===== config.mk =====
export PLATFORM = sky130hd
export DESIGN_NAME = sha1_stream_hasher_flat
export DESIGN_NICKNAME = d
export VERILOG_FILES = /design/src/sv/sha1sh_pkg.sv /design/src/sv/sha1sh_ifs.sv /design/src/sv/sha1sh_fifo.sv /design/src/sv/sha1sh_front.sv /design/src/sv/sha1sh_back.sv /design/src/sv/sha1_stream_hasher.sv /design/src/flat_wrapper.sv
export SDC_FILE = /design/constraint.sdc
export NUM_CORES = 2
export LEC_CHECK = 0
export BUFFER_PORTS_ARGS = -buffer_cell sky130_fd_sc_hd__buf_4
export CAP_MARGIN = 20
export CELL_PAD_IN_SITES_DETAIL_PLACEMENT = 0
export CELL_PAD_IN_SITES_GLOBAL_PLACEMENT = 1
export CORE_ASPECT_RATIO = 0.9
export CORE_MARGIN = 2
export CORE_UTILIZATION = 47
export DETAILED_ROUTE_END_ITERATION = 8
export GPL_ROUTABILITY_DRIVEN = 0
export PLACE_DENSITY_LB_ADDON = 0.2
export SLEW_MARGIN = 20
export SYNTH_ARGS = -nofsm -noshare
export SYNTH_HDL_FRONTEND = slang
export SYNTH_SLANG_ARGS = --single-unit

===== constraint.sdc =====
create_clock -name i_clk -period 27.2 [get_ports i_clk]
set_input_delay 2.72 -clock i_clk [delete_from_list [all_inputs] [get_ports i_clk]]
set_output_delay 2.72 -clock i_clk [all_outputs]
set_load 0.02 [all_outputs]

===== src/sv/sha1sh_pkg.sv =====
// sha1 stream hasher package: constants, command struct and state types
`timescale 1ns / 1ps

package sha1sh_pkg;

    localparam int FIFO_DEPTH = 4;
    localparam int ROUNDS     = 80;

    localparam logic [31:0] IV [5] = '{
        32'h67452301, 32'hEFCDAB89, 32'h98BADCFE, 32'h10325476, 32'hC3D2E1F0
    };

    localparam logic [31:0] K_CH  = 32'h5A827999;
    localparam logic [31:0] K_PAR = 32'h6ED9EBA1;
    localparam logic [31:0] K_MAJ = 32'h8F1BBCDC;
    localparam logic [31:0] K_END = 32'hCA62C1D6;

    localparam logic [7:0] PAD_BYTE = 8'h80;

    typedef enum logic {
        CMD_WORD,
        CMD_LAST
    } t_cmd_kind;

    // one queue entry: a full message word, or the closing partial word
    typedef struct packed {
        t_cmd_kind   kind;
        logic [31:0] word;
        logic [1:0]  nbytes;
    } t_cmd;

    typedef enum logic [2:0] {
        ST_IDLE,
        ST_FILL,
        ST_LEN,
        ST_ROUND,
        ST_ADD,
        ST_OUT
    } t_bstate;

endpackage


===== src/sv/sha1sh_ifs.sv =====
// stream interfaces for the byte input and the digest output
`timescale 1ns / 1ps

interface sha1sh_in_if;
    logic       valid;
    logic       ready;
    logic [7:0] data_byte;
    logic       byte_present;
    logic       is_last;

    modport source (output valid, data_byte, byte_present, is_last, input ready);
    modport sink   (input valid, data_byte, byte_present, is_last, output ready);
endinterface

interface sha1sh_out_if;
    logic        valid;
    logic        ready;
    logic [31:0] digest_word;
    logic [2:0]  word_index;
    logic        last_word;

    modport source (output valid, digest_word, word_index, last_word, input ready);
    modport sink   (input valid, digest_word, word_index, last_word, output ready);
endinterface


===== src/sv/sha1sh_fifo.sv =====
// command queue between the byte packer and the compression engine
`timescale 1ns / 1ps

module sha1sh_fifo
    import sha1sh_pkg::*;
#(
    parameter int DEPTH = FIFO_DEPTH
) (
    input  logic i_clk,
    input  logic i_rst_n,
    input  logic i_push,
    input  t_cmd i_data,
    output logic o_full,
    input  logic i_pop,
    output logic o_valid,
    output t_cmd o_data
);

    localparam int PW = $clog2(DEPTH);
    localparam int CW = $clog2(DEPTH + 1);

    t_cmd          r_mem [DEPTH];
    logic [PW-1:0] r_wr;
    logic [PW-1:0] r_rd;
    logic [CW-1:0] r_cnt;

    logic do_push;
    logic do_pop;

    assign o_full  = (r_cnt == CW'(DEPTH));
    assign o_valid = (r_cnt != '0);
    assign o_data  = r_mem[r_rd];
    assign do_push = i_push && !o_full;
    assign do_pop  = i_pop && o_valid;

    always_ff @(posedge i_clk) begin
        if (do_push) begin
            r_mem[r_wr] <= i_data;
        end
    end

    always_ff @(posedge i_clk) begin
        if (!i_rst_n) begin
            r_wr  <= '0;
            r_rd  <= '0;
            r_cnt <= '0;
        end else begin
            if (do_push) begin
                r_wr <= (r_wr == PW'(DEPTH - 1)) ? '0 : r_wr + 1'b1;
            end
            if (do_pop) begin
                r_rd <= (r_rd == PW'(DEPTH - 1)) ? '0 : r_rd + 1'b1;
            end
            if (do_push && !do_pop) begin
                r_cnt <= r_cnt + 1'b1;
            end else if (do_pop && !do_push) begin
                r_cnt <= r_cnt - 1'b1;
            end
        end
    end

endmodule


===== src/sv/sha1sh_front.sv =====
// byte packer: gathers bytes into words and queues word and close commands
`timescale 1ns / 1ps

module sha1sh_front
    import sha1sh_pkg::*;
(
    input  logic i_clk,
    input  logic i_rst_n,
    sha1sh_in_if.sink i_in,
    output logic o_push,
    output t_cmd o_cmd,
    input  logic i_full
);

    logic [31:0] r_part;
    logic [1:0]  r_nb;
    logic        r_last_pend;

    logic [31:0] n_part;
    logic [1:0]  n_nb;
    logic        n_last_pend;
    logic        accept;
    logic [31:0] merged;

    assign i_in.ready = !r_last_pend && !i_full;
    assign accept     = i_in.valid && i_in.ready;
    assign merged     = r_part | ({24'd0, i_in.data_byte} << (5'd24 - {r_nb, 3'b000}));

    always_comb begin
        n_part      = r_part;
        n_nb        = r_nb;
        n_last_pend = r_last_pend;
        o_push      = 1'b0;
        o_cmd       = '{kind: CMD_WORD, word: merged, nbytes: r_nb};
        if (r_last_pend) begin
            o_cmd = '{kind: CMD_LAST, word: 32'd0, nbytes: 2'd0};
            if (!i_full) begin
                o_push      = 1'b1;
                n_last_pend = 1'b0;
            end
        end else if (accept) begin
            if (i_in.byte_present) begin
                if (r_nb == 2'd3) begin
                    // word complete; a close in the same transfer is queued later from the registered pending flag
                    o_push      = 1'b1;
                    o_cmd       = '{kind: CMD_WORD, word: merged, nbytes: 2'd0};
                    n_part      = 32'd0;
                    n_nb        = 2'd0;
                    n_last_pend = i_in.is_last;
                end else if (i_in.is_last) begin
                    o_push = 1'b1;
                    o_cmd  = '{kind: CMD_LAST, word: merged, nbytes: r_nb + 2'd1};
                    n_part = 32'd0;
                    n_nb   = 2'd0;
                end else begin
                    n_part = merged;
                    n_nb   = r_nb + 2'd1;
                end
            end else if (i_in.is_last) begin
                o_push = 1'b1;
                o_cmd  = '{kind: CMD_LAST, word: r_part, nbytes: r_nb};
                n_part = 32'd0;
                n_nb   = 2'd0;
            end
        end
    end

    always_ff @(posedge i_clk) begin
        if (!i_rst_n) begin
            r_part      <= 32'd0;
            r_nb        <= 2'd0;
            r_last_pend <= 1'b0;
        end else begin
            r_part      <= n_part;
            r_nb        <= n_nb;
            r_last_pend <= n_last_pend;
        end
    end

endmodule


===== src/sv/sha1sh_back.sv =====
// compression engine: block schedule, 80 rounds, padding and digest output
`timescale 1ns / 1ps

module sha1sh_back
    import sha1sh_pkg::*;
(
    input  logic i_clk,
    input  logic i_rst_n,
    input  logic i_cmd_valid,
    input  t_cmd i_cmd,
    output logic o_pop,
    sha1sh_out_if.source o_out
);

    t_bstate     r_state;
    t_bstate     n_state;
    logic [31:0] r_w [16];
    logic [31:0] r_h [5];
    logic [31:0] r_a, r_b, r_c, r_d, r_e;
    logic [6:0]  r_round;
    logic [3:0]  r_wcnt;
    logic [63:0] r_bitcnt;
    logic        r_final;
    logic        r_need_extra;
    logic [2:0]  r_oidx;
    logic        r_ovalid;
    logic [31:0] r_oword;
    logic [2:0]  r_oindex;
    logic        r_olast;

    logic [31:0] n_h [5];
    logic [31:0] n_a, n_b, n_c, n_d, n_e;
    logic [6:0]  n_round;
    logic [3:0]  n_wcnt;
    logic [63:0] n_bitcnt;
    logic        n_final;
    logic        n_need_extra;
    logic [2:0]  n_oidx;
    logic        shift_en;
    logic [31:0] shift_word;
    logic        oload;
    logic        round_done;

    logic [31:0] pad_word;
    logic [31:0] f_val;
    logic [31:0] k_val;
    logic [31:0] t_val;
    logic [31:0] sched_x;

    assign round_done = (r_round == 7'(ROUNDS - 1));
    assign oload      = (r_state == ST_OUT) && (!r_ovalid || o_out.ready);
    assign pad_word   = i_cmd.word | ({24'd0, PAD_BYTE} << (5'd24 - {i_cmd.nbytes, 3'b000}));

    always_comb begin
        if (r_round < 7'd20) begin
            f_val = (r_b & r_c) | (~r_b & r_d);
            k_val = K_CH;
        end else if (r_round < 7'd40) begin
            f_val = r_b ^ r_c ^ r_d;
            k_val = K_PAR;
        end else if (r_round < 7'd60) begin
            f_val = (r_b & r_c) | (r_b & r_d) | (r_c & r_d);
            k_val = K_MAJ;
        end else begin
            f_val = r_b ^ r_c ^ r_d;
            k_val = K_END;
        end
    end

    assign t_val   = {r_a[26:0], r_a[31:27]} + f_val + r_e + k_val + r_w[0];
    assign sched_x = r_w[13] ^ r_w[8] ^ r_w[2] ^ r_w[0];

    // next state
    always_comb begin
        n_state = r_state;
        unique case (r_state)
            ST_IDLE: begin
                if (i_cmd_valid) begin
                    if (r_wcnt == 4'd15) begin
                        n_state = ST_ROUND;
                    end else if (i_cmd.kind == CMD_LAST) begin
                        n_state = ST_FILL;
                    end
                end
            end
            ST_FILL: begin
                if (r_need_extra) begin
                    if (r_wcnt == 4'd15) begin
                        n_state = ST_ROUND;
                    end
                end else if (r_wcnt == 4'd14) begin
                    n_state = ST_LEN;
                end
            end
            ST_LEN: n_state = ST_ROUND;
            ST_ROUND: begin
                if (round_done) begin
                    n_state = ST_ADD;
                end
            end
            ST_ADD: begin
                if (r_final && r_need_extra) begin
                    n_state = ST_FILL;
                end else if (r_final) begin
                    n_state = ST_OUT;
                end else begin
                    n_state = ST_IDLE;
                end
            end
            ST_OUT: begin
                if (oload && r_oidx == 3'd4) begin
                    n_state = ST_IDLE;
                end
            end
            default: n_state = ST_IDLE;
        endcase
    end

    // datapath and outputs
    always_comb begin
        n_h          = r_h;
        n_a          = r_a;
        n_b          = r_b;
        n_c          = r_c;
        n_d          = r_d;
        n_e          = r_e;
        n_round      = r_round;
        n_wcnt       = r_wcnt;
        n_bitcnt     = r_bitcnt;
        n_final      = r_final;
        n_need_extra = r_need_extra;
        n_oidx       = r_oidx;
        shift_en     = 1'b0;
        shift_word   = 32'd0;
        o_pop        = 1'b0;
        unique case (r_state)
            ST_IDLE: begin
                if (i_cmd_valid) begin
                    o_pop    = 1'b1;
                    shift_en = 1'b1;
                    n_wcnt   = r_wcnt + 4'd1;
                    if (i_cmd.kind == CMD_WORD) begin
                        shift_word = i_cmd.word;
                        n_bitcnt   = r_bitcnt + 64'd32;
                    end else begin
                        shift_word   = pad_word;
                        n_bitcnt     = r_bitcnt + {59'd0, i_cmd.nbytes, 3'b000};
                        n_final      = 1'b1;
                        n_need_extra = (r_wcnt >= 4'd14);
                    end
                end
            end
            ST_FILL: begin
                shift_en   = 1'b1;
                n_wcnt     = r_wcnt + 4'd1;
                shift_word = (!r_need_extra && r_wcnt == 4'd14) ? r_bitcnt[63:32] : 32'd0;
            end
            ST_LEN: begin
                shift_en   = 1'b1;
                n_wcnt     = r_wcnt + 4'd1;
                shift_word = r_bitcnt[31:0];
            end
            ST_ROUND: begin
                shift_en   = 1'b1;
                shift_word = {sched_x[30:0], sched_x[31]};
                n_a        = t_val;
                n_b        = r_a;
                n_c        = {r_b[1:0], r_b[31:2]};
                n_d        = r_c;
                n_e        = r_d;
                n_round    = round_done ? 7'd0 : r_round + 7'd1;
            end
            ST_ADD: begin
                n_h[0] = r_h[0] + r_a;
                n_h[1] = r_h[1] + r_b;
                n_h[2] = r_h[2] + r_c;
                n_h[3] = r_h[3] + r_d;
                n_h[4] = r_h[4] + r_e;
                if (r_final && r_need_extra) begin
                    n_need_extra = 1'b0;
                end
            end
            ST_OUT: begin
                if (oload) begin
                    if (r_oidx == 3'd4) begin
                        n_oidx   = 3'd0;
                        n_h      = IV;
                        n_bitcnt = 64'd0;
                        n_final  = 1'b0;
                    end else begin
                        n_oidx = r_oidx + 3'd1;
                    end
                end
            end
            default: ;
        endcase
        if (n_state == ST_ROUND && r_state != ST_ROUND) begin
            n_a = r_h[0];
            n_b = r_h[1];
            n_c = r_h[2];
            n_d = r_h[3];
            n_e = r_h[4];
        end
    end

    always_ff @(posedge i_clk) begin
        if (shift_en) begin
            for (int i = 0; i < 15; i++) begin
                r_w[i] <= r_w[i+1];
            end
            r_w[15] <= shift_word;
        end
        r_a <= n_a;
        r_b <= n_b;
        r_c <= n_c;
        r_d <= n_d;
        r_e <= n_e;
        if (oload) begin
            r_oword  <= r_h[r_oidx];
            r_oindex <= r_oidx;
            r_olast  <= (r_oidx == 3'd4);
        end
    end

    always_ff @(posedge i_clk) begin
        if (!i_rst_n) begin
            r_state      <= ST_IDLE;
            r_h          <= IV;
            r_round      <= 7'd0;
            r_wcnt       <= 4'd0;
            r_bitcnt     <= 64'd0;
            r_final      <= 1'b0;
            r_need_extra <= 1'b0;
            r_oidx       <= 3'd0;
            r_ovalid     <= 1'b0;
        end else begin
            r_state      <= n_state;
            r_h          <= n_h;
            r_round      <= n_round;
            r_wcnt       <= n_wcnt;
            r_bitcnt     <= n_bitcnt;
            r_final      <= n_final;
            r_need_extra <= n_need_extra;
            r_oidx       <= n_oidx;
            if (oload) begin
                r_ovalid <= 1'b1;
            end else if (o_out.ready) begin
                r_ovalid <= 1'b0;
            end
        end
    end

    assign o_out.valid       = r_ovalid;
    assign o_out.digest_word = r_oword;
    assign o_out.word_index  = r_oindex;
    assign o_out.last_word   = r_olast;

endmodule


===== src/sv/sha1_stream_hasher.sv =====
// streaming sha-1 hasher over a byte stream
// usage:
//   i_in carries one message byte per transfer (data_byte with byte_present),
//   most significant byte first; is_last closes the message, with or without
//   a byte in the same transfer. o_out returns the digest as five transfers,
//   word_index 0 to 4, h0 first, last_word set on the fifth.
// timing:
//   the byte packer takes one transfer per cycle while the command queue has
//   room and no close is pending; every fourth byte becomes one queued word.
//   the engine, while idle, loads one word per cycle as long as the queue holds
//   one, then runs 80 rounds plus an add step per 64-byte block; the four-word
//   queue fills during the rounds. a closing transfer adds padding and the
//   length, one or two compressions, then five digest transfers; the input
//   keeps filling the queue meanwhile.
// reset:
//   synchronous active-low reset empties the queue, drops any partial message
//   and loads the initial hash words.
// stall:
//   if o_out.ready is low the digest word holds in the output register, the
//   engine waits, and once the queue fills i_in.ready drops.
`timescale 1ns / 1ps

module sha1_stream_hasher
    import sha1sh_pkg::*;
#(
    parameter int P_FIFO_DEPTH = FIFO_DEPTH
) (
    input  logic i_clk,
    input  logic i_rst_n,
    sha1sh_in_if.sink    i_in,
    sha1sh_out_if.source o_out
);

    logic push;
    t_cmd push_cmd;
    logic full;
    logic pop;
    logic cmd_valid;
    t_cmd cmd;

    sha1sh_front u_front (
        .i_clk   (i_clk),
        .i_rst_n (i_rst_n),
        .i_in    (i_in),
        .o_push  (push),
        .o_cmd   (push_cmd),
        .i_full  (full)
    );

    sha1sh_fifo #(
        .DEPTH (P_FIFO_DEPTH)
    ) u_fifo (
        .i_clk   (i_clk),
        .i_rst_n (i_rst_n),
        .i_push  (push),
        .i_data  (push_cmd),
        .o_full  (full),
        .i_pop   (pop),
        .o_valid (cmd_valid),
        .o_data  (cmd)
    );

    sha1sh_back u_back (
        .i_clk       (i_clk),
        .i_rst_n     (i_rst_n),
        .i_cmd_valid (cmd_valid),
        .i_cmd       (cmd),
        .o_pop       (pop),
        .o_out       (o_out)
    );

endmodule

===== src/flat_wrapper.sv =====
// flat-port wrapper written by rule: the top's interface ports become plain ports
module sha1_stream_hasher_flat import sha1sh_pkg::*;
#(
    parameter int P_FIFO_DEPTH = FIFO_DEPTH
)
  (i_clk, i_rst_n, i_in_valid, i_in_data_byte, i_in_byte_present, i_in_is_last, i_in_ready, o_out_valid, o_out_digest_word, o_out_word_index, o_out_last_word, o_out_ready);
  sha1sh_in_if i_in_i ();
  sha1sh_out_if o_out_i ();
  input  logic i_clk;
  input  logic i_rst_n;
  input wire logic [$bits(i_in_i.valid)-1:0] i_in_valid;
  input wire logic [$bits(i_in_i.data_byte)-1:0] i_in_data_byte;
  input wire logic [$bits(i_in_i.byte_present)-1:0] i_in_byte_present;
  input wire logic [$bits(i_in_i.is_last)-1:0] i_in_is_last;
  output wire logic [$bits(i_in_i.ready)-1:0] i_in_ready;
  output wire logic [$bits(o_out_i.valid)-1:0] o_out_valid;
  output wire logic [$bits(o_out_i.digest_word)-1:0] o_out_digest_word;
  output wire logic [$bits(o_out_i.word_index)-1:0] o_out_word_index;
  output wire logic [$bits(o_out_i.last_word)-1:0] o_out_last_word;
  input wire logic [$bits(o_out_i.ready)-1:0] o_out_ready;
  assign i_in_i.valid = i_in_valid;
  assign i_in_i.data_byte = i_in_data_byte;
  assign i_in_i.byte_present = i_in_byte_present;
  assign i_in_i.is_last = i_in_is_last;
  assign i_in_ready = i_in_i.ready;
  assign o_out_valid = o_out_i.valid;
  assign o_out_digest_word = o_out_i.digest_word;
  assign o_out_word_index = o_out_i.word_index;
  assign o_out_last_word = o_out_i.last_word;
  assign o_out_i.ready = o_out_ready;
  sha1_stream_hasher #(.P_FIFO_DEPTH(P_FIFO_DEPTH)) u_core (.i_clk(i_clk), .i_rst_n(i_rst_n), .i_in(i_in_i), .o_out(o_out_i));
endmodule

# After elaboration in Yosys (flattened, before gate mapping)
# Memory sizes are Yosys's and may differ from the RTL's. A register that Yosys moved wholly into a read port is not among the register bits.
# Cells that the tools add are included.
[classes]
eq_ne = 20
n_reduce_logical = 37
multipliers = 0
shifts = 2
bitwise = 17
add_sub_neg = 21
muxes = 95
magnitude_cmp = 5
n_div = 0
[ops]
columns = ["op", "n"]
rows = [
  ["$mux 32", 24],
  ["$mux 160", 2],
  ["$pmux 160 s2", 1],
  ["$add 32x32->32", 9],
  ["$mux 64", 4],
  ["$mux 35", 6],
  ["$or 32x32->32", 5],
  ["$xor 32x32->32", 5],
  ["$and 32x32->32", 4],
  ["$pmux 32 s4", 1],
  ["$pmux 64 s2", 1],
  ["$bmux 32 s3", 1],
  ["$add 64x5->64", 1],
  ["$add 64x6->64 const B", 1],
  ["$mux 3", 13],
  ["$not 32->32", 1],
  ["$shl 8x5->32", 1],
  ["$shl 8x5->32 const A", 1],
  ["$mux 31", 1],
  ["$mux 1", 26],
  ["$pmux 3 s6", 1],
  ["$mux 2", 8],
  ["$reduce_bool 2->1", 8],
  ["$lt 7x6->1 const B", 2],
  ["other kinds (34)", 70],
]
[totals]
output_inout_bits = 38
mem_count = 2
register_bits = 482
inputBits = 14
romBits = 0
latch_bits = 0
ramBits = 652
[memory_table]
columns = ["memory", "depth", "width", "read_ports", "rd_ports_with_merged_regs", "wr", "line", "rtl"]
rows = [
  ["u_core.u_back.r_w", 16, 32, 16, 0, 16, "sha1sh_back.sv:17", "logic [31:0] r_w [16];"],
  ["u_core.u_fifo.r_mem", 4, 35, 1, 1, 1, "sha1sh_fifo.sv:22", "t_cmd r_mem [DEPTH];"],
]

# Depth between registers and ports, before layout
[depth]
word_depth = 12
ltp_mapped = 28

# Cells and area by module
# Synthesis repeated with hierarchy kept, for this count alone.
[hier_totals]
hier_cells = 4404
hier_area_um2 = 54876.4
[modules_own_cells]
columns = ["module", "area_per_inst_um2", "n_inst", "cells_per_inst"]
rows = [
  ["sha1sh_back", 47362.9, 1, 3931],
  ["sha1sh_fifo", 5584.1, 1, 234],
  ["sha1sh_front", 1929.4, 1, 239],
]

# Least setup slack after synthesis
# No wires, ideal clock.
[synth_path]
kind = "reg2reg"
startpoint = "register u_core.u_back.r_state[2]"
endpoint = "register u_core.u_back.r_wcnt[3]"
n_path_buf = 3
required_time_ns = 27.072
arrival_time_ns = 27.306
stages_incl_launch_ff = 9
path_slack_ns = -0.233
path_cell_list = "dfxtp_1 buf_2 clkbuf_1 a21oi_1 and2_1 clkbuf_1 nand4_1 xor2_1 nor2_1"
[synth_via]
elab_chain_len = 4
[synth_lines]
columns = ["element", "line", "rtl"]
rows = [
  ["from (decl)", "sha1sh_back.sv:15", "t_bstate r_state;"],
  ["from (signal assigned)", "sha1sh_back.sv:237", "r_state <= n_state;"],
  ["$eq 3x2->1 or $eq 3x1->1 (tied branches)", "sha1sh_back.sv:136", "unique case (r_state)"],
  ["$reduce_or 2->1 (no line)", "n/a", ""],
  ["$reduce_bool 2->1 (no line)", "n/a", ""],
  ["$reduce_and 2->1 (no line)", "n/a", ""],
  ["to (signal assigned)", "sha1sh_back.sv:240", "r_wcnt <= n_wcnt;"],
  ["to (decl)", "sha1sh_back.sv:21", "logic [3:0] r_wcnt;"],
]
# Parallel ways exist; a longest one is shown, timed or not.
# A chain may end at the register's enable or synchronous reset.

# Worst setup path in the final report
[layout_path]
startpoint = "register u_core.u_back.r_round[3]"
endpoint = "register u_core.u_back.r_a[31] (data pin)"
[layout_via]
elab_chain_len = 10
[layout_lines]
columns = ["element", "line", "rtl"]
rows = [
  ["from (decl)", "sha1sh_back.sv:20", "logic [6:0] r_round;"],
  ["from (signal assigned)", "sha1sh_back.sv:239", "r_round <= n_round;"],
  ["$lt 7x6->1", "sha1sh_back.sv:61", "end else if (r_round < 7'd60) begin"],
  ["$mux 32", "sha1sh_back.sv:61", ""],
  ["$mux 32", "sha1sh_back.sv:58", "end else if (r_round < 7'd40) begin"],
  ["$mux 32", "sha1sh_back.sv:55", "if (r_round < 7'd20) begin"],
  ["$add 32x32->32 (4 in series)", "sha1sh_back.sv:70", "assign t_val = {r_a[26:0], r_a[31:27]} + f_val + r_e + k_val + r_w[0];"],
  ["$mux 32", "sha1sh_back.sv:136", ""],
  ["$mux 32 (*)", "sha1sh_back.sv:197", "if (n_state == ST_ROUND && r_state != ST_ROUND) begin"],
  ["named net u_core.u_back.n_a[31]", "sha1sh_back.sv:32", "logic [31:0] n_a, n_b, n_c, n_d, n_e;"],
  ["to (signal assigned)", "sha1sh_back.sv:213", "r_a <= n_a;"],
  ["to (decl)", "sha1sh_back.sv:19", "logic [31:0] r_a, r_b, r_c, r_d, r_e;"],
]
# The timed path passes the listed nets; every way through them passes the cells marked *. The select of a mux whose other input is x is not followed.

==> results by group <==
Synth
  – Sequential area share after synthesis: 56.8%
  – Simple-gate share of the synthesized area: 10.5%
  – Synth Warn #: 0
  – Syn Area/Cell: 11.8 sq um
  – Register bit total from synthesis: 1133
  – Post-Synth Adder-Cell Area: 9.40%
  – Yosys top cell area share: 46.4%
  – Unique masters post-synth: 96
  – Most common cell in the netlist: edfxtp_1
  – Main combinational cell family by area after synthesis: compound AO/OA/AOI/OAI gates
  – Dominant synthesized flop cell: edfxtp_1
  – Synth Cell Area: 54900 sq um
  – Synth cell count leaders: 848 x edfxtp_1, 604 x nand2_1, 363 x nor2_1
  – Yosys top cell by area: edfxtp_1
  – Syn Nets: 5011
  – Synth Area in XOR/XNOR: 5.03%
  – Mux share of post-synthesis cell area: 3.42%
  – Async SR Flop Fraction: 0%
  – Synth Instances: 4661
  – Synth top area cells: edfxtp_1 46%, dfxtp_1 10%, ha_1 4.8%
  – Post-synth EDFFs: 848
  – Synth Area in Compound Gates: 11.4%

Layout
  – Area occupied by multi-input gates: 21900 sq um
  – Layout net count: 5054
  – Area growth, synth to finish: 11.2%
  – Layout cells sized above 1: 8.97%
  – Design Area, Final: 61000 sq um
  – Fill cells: 10035
  – Storage cell area: 31200 sq um
  – Ant diodes: 0

Worst setup path
  – Worst path most repeated cell: fa_1
  – Crit path cell chain: o21ai_0 > nor2b_1 > nand2_1 > inv_1 > nor2_2 > clkinv_1 > a222oi_1 > fa_1 > fa_1 > fa_1 > inv_1 > ha_1 > inv_1 > fa_1 > nor2b_1 > o31a_1 > o2111ai_1 > a32oi_1 > a41oi_2 > o31ai_2 > a221oi_1 > a21oi_1 > xnor2_1 > o21ai_1
  – FF-to-FF Start: u_core.u_back.r_round[3]
  – Register-to-Register Path Depth: 24
  – Reg-to-Reg End: u_core.u_back.r_a[31]
  – Slowest CP cell: clkinv_1
  – Worst Setup Start Kind: register
  – Crit Path Max Fanout: 18
  – Setup crit end kind: register
  – Type of the worst setup path: register to register
  – Crit-path max cell delay: 730 ps
  – Kind of cell adding the most delay to the critical path: compound AO/OA/AOI/OAI gates
  – CP Depth: 24
  – Reg2reg setup slack: 19680 ps
  – CP arrival: 7990 ps
  – Required @ worst endpoint: 27670 ps
  – Worst path bufs/invs: 4

Die
  – Initial Util: 47.5%
  – Placement Rows: 118
  – Full die area: 120000 sq um
  – Die X: 364 um
  – Core area: 115000 sq um
  – Die Y-Extent: 328 um
  – I/O pin total: 52

Pwr
  – Switch Pwr: 0.00159 W
  – Pleak: 23.1 nW
  – Gate power share: 19.9%
  – Power share of the clock group: 30.2%
  – P_int: 0.00391 W
  – Final Power: 0.00550 W
  – Flop pwr share: 49.9%
  – Peak supply drop: 138 uV
  – Power Density: 90.2 nW/um^2
  – Net Sw Frac: 28.9%

Placed design
  – Pre-CTS worst setup slack: 19730 ps
  – Dpl hpwl: 101000 um
  – Placed standard-cell area: 57000 sq um
  – Number of port buffers: 51

Clocking
  – CTS Hold Bufs: 0
  – Sink Count: 1133
  – Worst-Skew Late Latency: 760 ps
  – Clock-pin slew on the worst setup and hold paths: 60 ps
  – PostCTS Resize Cnt: 0
  – H-tree depth: 3
  – Total CTS buffers: 117
  – CTS Buffer Depth: 3
  – CTS tree: yes
  – Post-CTS Setup Inserts: 0
  – Clock Root Buffer: clkbuf_16

STA
  – Worst Tran Pin Value: 1160 ps
  – Pins over their slew limit: 0
  – Hold Vio Cnt, Final: 0
  – Final worst-path cycle share: 27.6%
  – Setup violators final: 0
  – Hold WS: 392 ps
  – Final setup margin: 19680 ps
  – Maximum clock rate: 133 MHz
  – Slew headroom: 22.5%
  – Unrepaired setup endpoints after global routing: false
  – Tmin final: 7520 ps
  – Total negative slack: 0 ps
  – Worst Skew: 44.8 ps

Hold path
  – Hold_sp: u_core.u_back.r_w[1][214]
  – Hold depth: 0
  – WHS Endpoint: u_core.u_back.r_w[1][182]
  – HP Class: register to register

Routing
  – Drt wl/cell: 23.2 um
  – TritonRoute pass-1 iters: 6
  – Via/cell ratio: 5.68
  – DRT antenna net count: 0
  – DRC: 0
  – Drt total wl: 148000 um
  – DR vias: 36127
  – Initial DRC count: 3675

Global route
  – Vias in the first global route: 34633
  – Total congestion overflow: 0
  – Initial antenna violation count: 1
  – Tot GR Track Use: 24.6%
  – First-pass GRT wire length: 220000 um
  – Maximum number of pins on one net before global-route repair: 198

Outcome
  – Status: finished, final reports clean

Flow run
  – Max cap viols: 0
[final cells by class]
| class | count | area share [%] |
|---|---|---|
| Timing Repair Buffer | 102 | 1.30 |
| Clock buffer | 147 | 5.22 |
| Tap cell | 1560 | 3.20 |
| Inverter | 316 | 1.95 |
| Sequential cell | 1133 | 51.1 |
| Multi-Input combinational cell | 3034 | 35.9 |
| Clock inverter | 73 | 1.35 |
[registers in the layout, summed over array words and instances, names as in the netlist, 4 cells and up, named ones only]
register and flops:
u_core.u_back.r_w 512, u_core.u_back.r_h 160, u_core.u_fifo.r_mem 140, u_core.u_back.r_bitcnt 61, u_core.u_back.o_out.digest_word 32, u_core.u_back.r_a 32
u_core.u_back.r_b 32, u_core.u_back.r_c 32, u_core.u_back.r_d 32, u_core.u_back.r_e 32, u_core.u_front.r_part 32, u_core.u_back.r_round 7
u_core.u_back.r_wcnt 4
[metrics by stage]
step / utilization, % / std cells
after floorplan: - / 4661
after global placement: 49.4 / 6145
after detailed placement: 49.4 / 6145
after CTS: 52.9 / 6365
after global routing: 52.9 / 6365
final: 52.9 / 6365
[routing by layer]
metal / vias up / track usage, % / part of all wire [%]
li1: 16865 / - / -
met4: 0 / 6.46 / 2.4
met3: 193 / 3.48 / 5.7
met1: 17988 / 36.6 / 47
met2: 1081 / 38.0 / 45
met5: - / 0 / 0
[placed cells by master, fill, tap and decap left out, types with 23 or more instances in the layout]
cell type,n
a211oi_1,24
a21o_1,70
a21oi_1,266
a221o_1,26
a22oi_1,42
a31oi_1,42
and3_1,23
buf_4,100
clkbuf_16,119
dfxtp_1,282
edfxtp_1,848
fa_1,127
ha_1,209
inv_1,312
mux4_2,67
nand2_1,601
nand3_1,76
nand4_1,30
nor2_1,358
nor2b_1,38
nor3_1,44
o21a_1,29
o21ai_0,260
o21bai_1,25
o22ai_1,36
xnor2_1,200
xor2_1,115
[how the worst max path moves through the flow]
stage	start	end
after global placement	u_core.u_back.r_round[5]	u_core.u_back.r_a[29]
after CTS	u_core.u_back.r_round[3]	u_core.u_back.r_a[31]
after global routing	u_core.u_back.r_round[4]	u_core.u_back.r_a[31]
after detailed placement	u_core.u_back.r_round[5]	u_core.u_back.r_a[31]
final	u_core.u_back.r_round[3]	u_core.u_back.r_a[31]
after floorplan	u_core.u_fifo.r_cnt[0]	u_core.u_back.r_wcnt[3]
[power by group through the flow]
stage | clock (W) | combinational (W) | sequential (W)
final | 0.00166 | 0.00110 | 0.00275
after global routing | 0.00176 | 0.00121 | 0.00279
after CTS | 0.00170 | 0.00111 | 0.00275
after detailed placement | 0 | 0.00110 | 0.00278
after global placement | 0 | 0.00109 | 0.00276
after floorplan | 0 | 0.000778 | 0.00298
[cells by family after synthesis]
family                     after synthesis
and+or+nand+nor                       1306
AOI/OAI and AO/OA                      975
DFF                                   1133
muxes                                  102
xor gates and xnor gates               315
adders and majority gates              336
buffers and inverters                  494
Power figures use the tool's default switching activity.
